File: src/sv/dst_pkg.sv
`default_nettype none

package dst_pkg;

	localparam int CAPACITY  = 16;
	localparam int KEY_WIDTH = 32;

	// count runs 0..CAPACITY
	localparam int CNT_W = $clog2(CAPACITY + 1);

	typedef enum logic [1:0] {
		ACT_ADD    = 2'd0,
		ACT_REMOVE = 2'd1,
		ACT_QUERY  = 2'd2
	} action_t;

	typedef struct packed {
		logic [1:0]  action;
		logic [31:0] key;
	} req_word_t;

	typedef struct packed {
		logic       found;
		logic [4:0] live_count;
		logic       dropped_full;
	} rsp_word_t;

	typedef struct packed {
		logic load;    // capture the request word
		logic cmp;     // register the match vector
		logic commit;  // apply the update and write the response register
	} dst_cmd_t;

	typedef struct packed {
		logic out_free;  // response register can take a word this cycle
	} dst_sts_t;

endpackage

`default_nettype wire

File: src/sv/dst_ctrl.sv
`default_nettype none

module dst_ctrl (
	input  wire logic              clk,
	input  wire logic              arst_n,
	input  wire logic              req_valid,
	output logic                   req_ready,
	input  wire dst_pkg::dst_sts_t sts,
	output dst_pkg::dst_cmd_t      cmd
);

	typedef enum logic [2:0] {
		ST_IDLE = 3'b001,
		ST_CMP  = 3'b010,
		ST_UPD  = 3'b100
	} state_t;

	state_t state_q;
	state_t state_nxt;

	always_comb begin
		state_nxt  = state_q;
		cmd.load   = 1'b0;
		cmd.cmp    = 1'b0;
		cmd.commit = 1'b0;
		case (state_q)
			ST_IDLE: begin
				if (req_valid) begin
					cmd.load  = 1'b1;
					state_nxt = ST_CMP;
				end
			end
			ST_CMP: begin
				cmd.cmp   = 1'b1;
				state_nxt = ST_UPD;
			end
			ST_UPD: begin
				// hold until the response register is free
				if (sts.out_free) begin
					cmd.commit = 1'b1;
					state_nxt  = ST_IDLE;
				end
			end
			default: begin
				state_nxt = ST_IDLE;
			end
		endcase
	end

	assign req_ready = (state_q == ST_IDLE);

	always_ff @(posedge clk or negedge arst_n) begin
		if (!arst_n) begin
			state_q <= ST_IDLE;
		end else begin
			state_q <= state_nxt;
		end
	end

endmodule

`default_nettype wire

File: src/sv/dst_datapath.sv
`default_nettype none

module dst_datapath (
	input  wire logic               clk,
	input  wire logic               arst_n,
	input  wire dst_pkg::req_word_t req,
	input  wire dst_pkg::dst_cmd_t  cmd,
	output dst_pkg::dst_sts_t       sts,
	output dst_pkg::rsp_word_t      rsp,
	output logic                    rsp_valid,
	input  wire logic               rsp_ready
);

	logic [1:0]                    action_q;
	logic [dst_pkg::KEY_WIDTH-1:0] key_q;
	logic [dst_pkg::KEY_WIDTH-1:0] entries_q [dst_pkg::CAPACITY];
	logic [dst_pkg::CNT_W-1:0]     count_q;
	logic [dst_pkg::CAPACITY-1:0]  match_q;
	dst_pkg::rsp_word_t            rsp_q;
	logic                          rsp_valid_q;

	logic                          found;
	logic                          is_add;
	logic                          is_remove;
	logic                          has_room;
	logic                          do_add;
	logic                          do_remove;
	logic                          dropped;
	logic [dst_pkg::CAPACITY-1:0]  shift_en;
	logic [dst_pkg::CNT_W-1:0]     count_nxt;

	assign found     = |match_q;
	assign is_add    = (action_q == dst_pkg::ACT_ADD);
	assign is_remove = (action_q == dst_pkg::ACT_REMOVE);
	assign has_room  = (count_q < dst_pkg::CNT_W'(dst_pkg::CAPACITY));
	assign do_add    = is_add && !found && has_room;
	assign dropped   = is_add && !found && !has_room;
	assign do_remove = is_remove && found;

	// prefix OR of the match vector: lanes at and above the first hit pull down
	always_comb begin
		logic seen;
		seen = 1'b0;
		for (int j = 0; j < dst_pkg::CAPACITY; j++) begin
			seen        = seen | match_q[j];
			shift_en[j] = seen;
		end
	end

	always_comb begin
		count_nxt = count_q;
		if (do_add) begin
			count_nxt = count_q + 1'b1;
		end else if (do_remove) begin
			count_nxt = count_q - 1'b1;
		end
	end

	assign sts.out_free = !rsp_valid_q || rsp_ready;

	// request capture and match vector
	always_ff @(posedge clk) begin
		if (cmd.load) begin
			action_q <= req.action;
			key_q    <= dst_pkg::KEY_WIDTH'(req.key);
		end
		if (cmd.cmp) begin
			for (int i = 0; i < dst_pkg::CAPACITY; i++) begin
				match_q[i] <= (dst_pkg::CNT_W'(i) < count_q) && (entries_q[i] == key_q);
			end
		end
	end

	// entry row: append at the tail or pull later entries down one place
	always_ff @(posedge clk) begin
		if (cmd.commit) begin
			for (int j = 0; j < dst_pkg::CAPACITY; j++) begin
				if (do_add && (dst_pkg::CNT_W'(j) == count_q)) begin
					entries_q[j] <= key_q;
				end else if (do_remove && shift_en[j] && (j + 1 < dst_pkg::CAPACITY)) begin
					entries_q[j] <= entries_q[(j + 1) % dst_pkg::CAPACITY];
				end
			end
		end
	end

	always_ff @(posedge clk) begin
		if (cmd.commit) begin
			rsp_q.found        <= found;
			rsp_q.live_count   <= 5'(count_nxt);
			rsp_q.dropped_full <= dropped;
		end
	end

	always_ff @(posedge clk or negedge arst_n) begin
		if (!arst_n) begin
			count_q     <= '0;
			rsp_valid_q <= 1'b0;
		end else begin
			if (cmd.commit) begin
				count_q <= count_nxt;
			end
			if (cmd.commit) begin
				rsp_valid_q <= 1'b1;
			end else if (rsp_ready) begin
				rsp_valid_q <= 1'b0;
			end
		end
	end

	assign rsp       = rsp_q;
	assign rsp_valid = rsp_valid_q;

endmodule

`default_nettype wire

File: src/sv/dedup_set_table_unit.sv
// A request word goes through capture, parallel compare, then update/commit, each step
// registered in turn; its response word is valid once the commit has been registered.
// Requests are taken only in idle, one at a time through the controller's three states;
// a response left untaken stalls the commit step.
// A new request is taken while the previous response still waits in the output register.
// Reset (arst_n, async, active low): count cleared, no response pending; entry storage
// is not cleared; entries at or above the live count are masked out of the compare.
`default_nettype none

module dedup_set_table_unit (
	input  wire logic               clk,
	input  wire logic               arst_n,
	input  wire logic               req_valid,
	output logic                    req_ready,
	input  wire dst_pkg::req_word_t req,
	output logic                    rsp_valid,
	input  wire logic               rsp_ready,
	output dst_pkg::rsp_word_t      rsp
);

	// command and status between the sequencer and the table datapath
	dst_pkg::dst_cmd_t cmd;
	dst_pkg::dst_sts_t sts;

	// sequencer: idle -> compare -> update; hold in update while the response slot is full
	dst_ctrl u_ctrl (
		.clk       (clk),
		.arst_n    (arst_n),
		.req_valid (req_valid),
		.req_ready (req_ready),
		.sts       (sts),
		.cmd       (cmd)
	);

	// datapath: entry row, live count, match vector and response register.
	// Compare every live entry against the key at once, then on commit append
	// the key at the tail (add of an absent key with room), pull all entries
	// past the first hit down one place (remove of a present key), or leave
	// the row untouched (query, duplicate add, full drop, absent remove).
	dst_datapath u_dp (
		.clk       (clk),
		.arst_n    (arst_n),
		.req       (req),
		.cmd       (cmd),
		.sts       (sts),
		.rsp       (rsp),
		.rsp_valid (rsp_valid),
		.rsp_ready (rsp_ready)
	);

endmodule

`default_nettype wire
File: config.mk
export PLATFORM = sky130hd
export DESIGN_NAME = dedup_set_table_unit
export DESIGN_NICKNAME = d
export VERILOG_FILES = /design/src/sv/dst_pkg.sv /design/src/sv/dst_ctrl.sv /design/src/sv/dst_datapath.sv /design/src/sv/dedup_set_table_unit.sv
export SDC_FILE = /design/constraint.sdc
export NUM_CORES = 1
export LEC_CHECK = 0
export ABC_AREA = 0
export BUFFER_PORTS_ARGS = -buffer_cell sky130_fd_sc_hd__buf_2
export CORE_UTILIZATION = 45
export CTS_CLUSTER_DIAMETER = 60
export DETAILED_ROUTE_END_ITERATION = 12
export MAX_ROUTING_LAYER = met4
export PLACE_DENSITY = 0.68
export SETUP_SLACK_MARGIN = 0.3
export SLEW_MARGIN = 20
export SYNTH_ARGS = -nofsm -noshare
export SYNTH_HDL_FRONTEND = slang
export SYNTH_SLANG_ARGS = --single-unit
File: constraint.sdc
create_clock -name clk -period 3.8 [get_ports clk]
set_clock_uncertainty 0.15 [all_clocks]
set_input_delay 0.57 -clock clk [delete_from_list [all_inputs] [get_ports clk]]
set_output_delay 0.57 -clock clk [all_outputs]
set_load 0.1 [all_outputs]
==> results.ini <==
[timing]
tightestPinTransition_ns=1.058
setup_viol=0
fmax_ghz=0.2969
relSlewSlack_pct=29.17
finalHoldViolations=0
rsz0062_at_grt=no
finalCriticalPeriod_ns=3.368
timing_max_transition_violations_final=0
worst_hold_slack_ns=0.02738
fin_crit_sh_pct=88.63
setup_ws_ns=0.4319

[final_layout]
area_delta_synth_final_pct=13.37
n_antenna_cell=0
drive_gt1_share_pct=32.65
nets=2199
multiInputGateArea_sq_um=11930
num-fill-cells=5478
seqCellArea_sq_um=17310

[synth]
syn_avg_cell_area_sq_um=14.39
synth_flop_cell=edfxtp_1
ys_seq_area_share_pct=57.83
ys_seq_elements=578
async_reset_ff_share_pct=1.557
yosys-top-cells-area=edfxtp_1 (57%), mux2_2 (17%), xor2_1 (9.4%)
yosysMostFrequentCell=edfxtp_1
yosysTopAreaCellShare_pct=57.08
synth-edff-count=569
syn_area_sq_um=29940
yosysWarnings=0
synthCells=2080
synth_nets=2123
yosysUniqueCellTypes=54
synth_top_area_cell=edfxtp_1
synth_commonest_cells=edfxtp_1 (569), mux2_2 (439), xor2_1 (321), xnor2_1 (194), clkbuf_1 (103)

[worst_setup_path]
startpoint_type=flop
cp.required_ns=3.91
cp-endpoint=u_dp.entries_q[1][179]$_DFFE_PP_
r2r_cells=7
cp_slowest_cell=or4_4
path_common_cell=buf_4
crit_path_start=u_dp.match_q[10]$_DFFE_PN_
setup.worst_path.end_class=flop
reg2reg_to=u_dp.entries_q[1][179]$_DFFE_PP_
path_class=flop to flop
arrival_ns=3.48
path_cells=or4_4, or3_1, nor4_4, buf_4, nand2_1, o21ai_2, buf_4
critPathMaxStageDelay_ns=0.60
r2r_setup_slack_ns=0.43
reg2reg_from=u_dp.match_q[10]$_DFFE_PN_
path_max_fanout=32

[run]
drv_cap=0

[floorplan]
initial_core_util_pct=45.53
core_sq_um=65750
floorplan.rows=94
die_width_microns=259.9
fp.dieH_microns=259.9
io-pin-count=47
dieArea_sq_um=67560

[routing]
ant_nets=0
remaining_drc_errors=0
dr.pass1.iters=6
wirelength_microns=86380
post_drt_wl_per_cell_microns=28.12
vias_per_cell=5.825
vias=17890
drtIter0Drc=1647

[pwr]
p_leak_nw=11.26
ir_worst_vdd_mv=0.4609
power.density_nw_per_um2=529.8
total_power_mw=17.98

[place]
dp_hpwl_microns=60490
post-place-ws_ns=0.5012
routabilityCongestion=0.9426
io_buffers=46

[cts]
clk_pin_slew_worst_paths_ns=0.06
cts_sinks=578
clockBufferDepth=3
cts_tree=yes
numCtsBuffers=68
clock_latency_ns=0.61
cts-root-buf=clkbuf_16
cts_setup_buffers=0
htreeDepth=3

[global_route]
grt_pass1_wl_microns=125500
first_global_vias=18560
grt_start_max_net_pins=36
grtUsageTotal_pct=26.63
antenna_found_initial=0
overflow=0

[min_path]
hp-class=input port to flop

[outcome]
status=finished clean

-- cell families (layout without fill, tap and decap cells) --
| kind of cell | count (synthesis) | after routing | share of synthesized area [%] |
|---|---|---|---|
| XOR/XNOR | 515 | 515 | 15.07 |
| AND/OR/NAND/NOR | 260 | 260 | 5.082 |
| adder cells (fa/ha/maj) | 5 | 5 | 0.2090 |
| multiplexers | 477 | 477 | 17.93 |
| AO/OA/AOI/OAI | 54 | 54 | 1.271 |
| flip-flops | 578 | 578 | 57.83 |
| buffers and inverters | 191 | 319 | 2.604 |
-- placed cells by master (no fill, tap or decap), types with 4 or more instances in the layout --
cell type	n
nor4_1	88
buf_4	101
nand2_1	27
xor2_1	321
xnor2_1	194
nand3_1	23
clkinv_2	12
buf_12	8
a21oi_1	7
mux2_1	36
dlygate4sd3_1	33
clkbuf_1	13
a31o_2	5
dfrtp_1	8
inv_1	9
mux2_2	439
ha_1	5
nor2b_1	5
buf_2	46
o21ai_0	10
nor2_1	17
clkinv_1	14
edfxtp_1	569
clkbuf_16	71
nand4_1	58
a2111oi_0	6
nor2_2	4
inv_6	5
nor3_1	15
-- registers in the layout, summed over array words and instances, names as in the netlist --
register and count:
u_dp.entries_q 512, u_dp.key_q 32, u_dp.match_q 16, u_dp.rsp 7
u_dp.count_q 5, u_ctrl.state_q 3, u_dp.action_q 2, u_dp.rsp_valid 1
-- report_power, final --
group / internal, mW / switching (mW)
combinational: 1.63 / 2.19
sequential: 7.54 / 0.368
clock: 3.62 / 2.62
-- critical path, delay by kind of cell (launching register included) --
family | cells | cell delay (ns)
flops | 1 | 0.42
simple gates | 4 | 1.59
buf+inv | 2 | 0.67
compound gates | 1 | 0.17
-- routing by layer --
| metal | part of all wire, % | global-route usage [%] | wire length [microns] | up-vias |
|---|---|---|---|---|
| met5 | 0 | - | 0 | - |
| li1 | - | - | - | 7839 |
| met2 | 51 | 45.36 | 44030 | 661 |
| met3 | 5.5 | 3.850 | 4747 | 248 |
| met1 | 39 | 31.08 | 33380 | 9145 |
| met4 | 4.9 | 12.06 | 4222 | 0 |
-- repair_timing --
action	4_1_cts	5_1_grt
setup endpoints to repair	0	0
resized for setup	0	0
hold buffers	33	0
endpoints found under the hold margin	41	0
-- worst min path at each step --
stage | cells past startpoint | endpoint | slack (ns) | start
6_report | 1 | u_dp.key_q[12]$_DFFE_PP_ | 0.03 | req[12]
4_1_cts | 1 | u_dp.key_q[12]$_DFFE_PP_ | 0.02 | req[12]
2_1_floorplan | 0 | u_ctrl.state_q[1]$_DFFE_PN0P_ | 0.12 | arst_n
3_5_place_dp | 1 | u_ctrl.state_q[1]$_DFFE_PN0P_ | 0.30 | arst_n
5_1_grt | 1 | u_dp.key_q[12]$_DFFE_PP_ | 0.008 | req[12]
3_3_place_gp | 1 | u_ctrl.state_q[1]$_DFFE_PN0P_ | 0.29 | arst_n
-- stage by stage --
step           util [%]  area (sq um)  TNS (ns)  cells
2_1_floorplan         -         29950    -12.00   2080
3_3_place_gp      47.92         31510         0   2917
3_5_place_dp      47.92         31510         0   2917
5_1_grt           51.62         33940         0   3072
4_1_cts           51.62         33940         0   3072
6_report          51.62         33940         0   3072
-- area by class of cell --
| type | instances | share of cell area, % |
|---|---|---|
| clock inverter | 38 | 0.8184 |
| timing repair buffer | 188 | 4.357 |
| clock buffer | 84 | 5.379 |
| inverter | 9 | 0.09954 |
| multi-input combinational | 1311 | 35.15 |
| sequential | 578 | 51.01 |
| tap | 864 | 3.185 |
No activity file was read; power rests on OpenSTA's default activity.
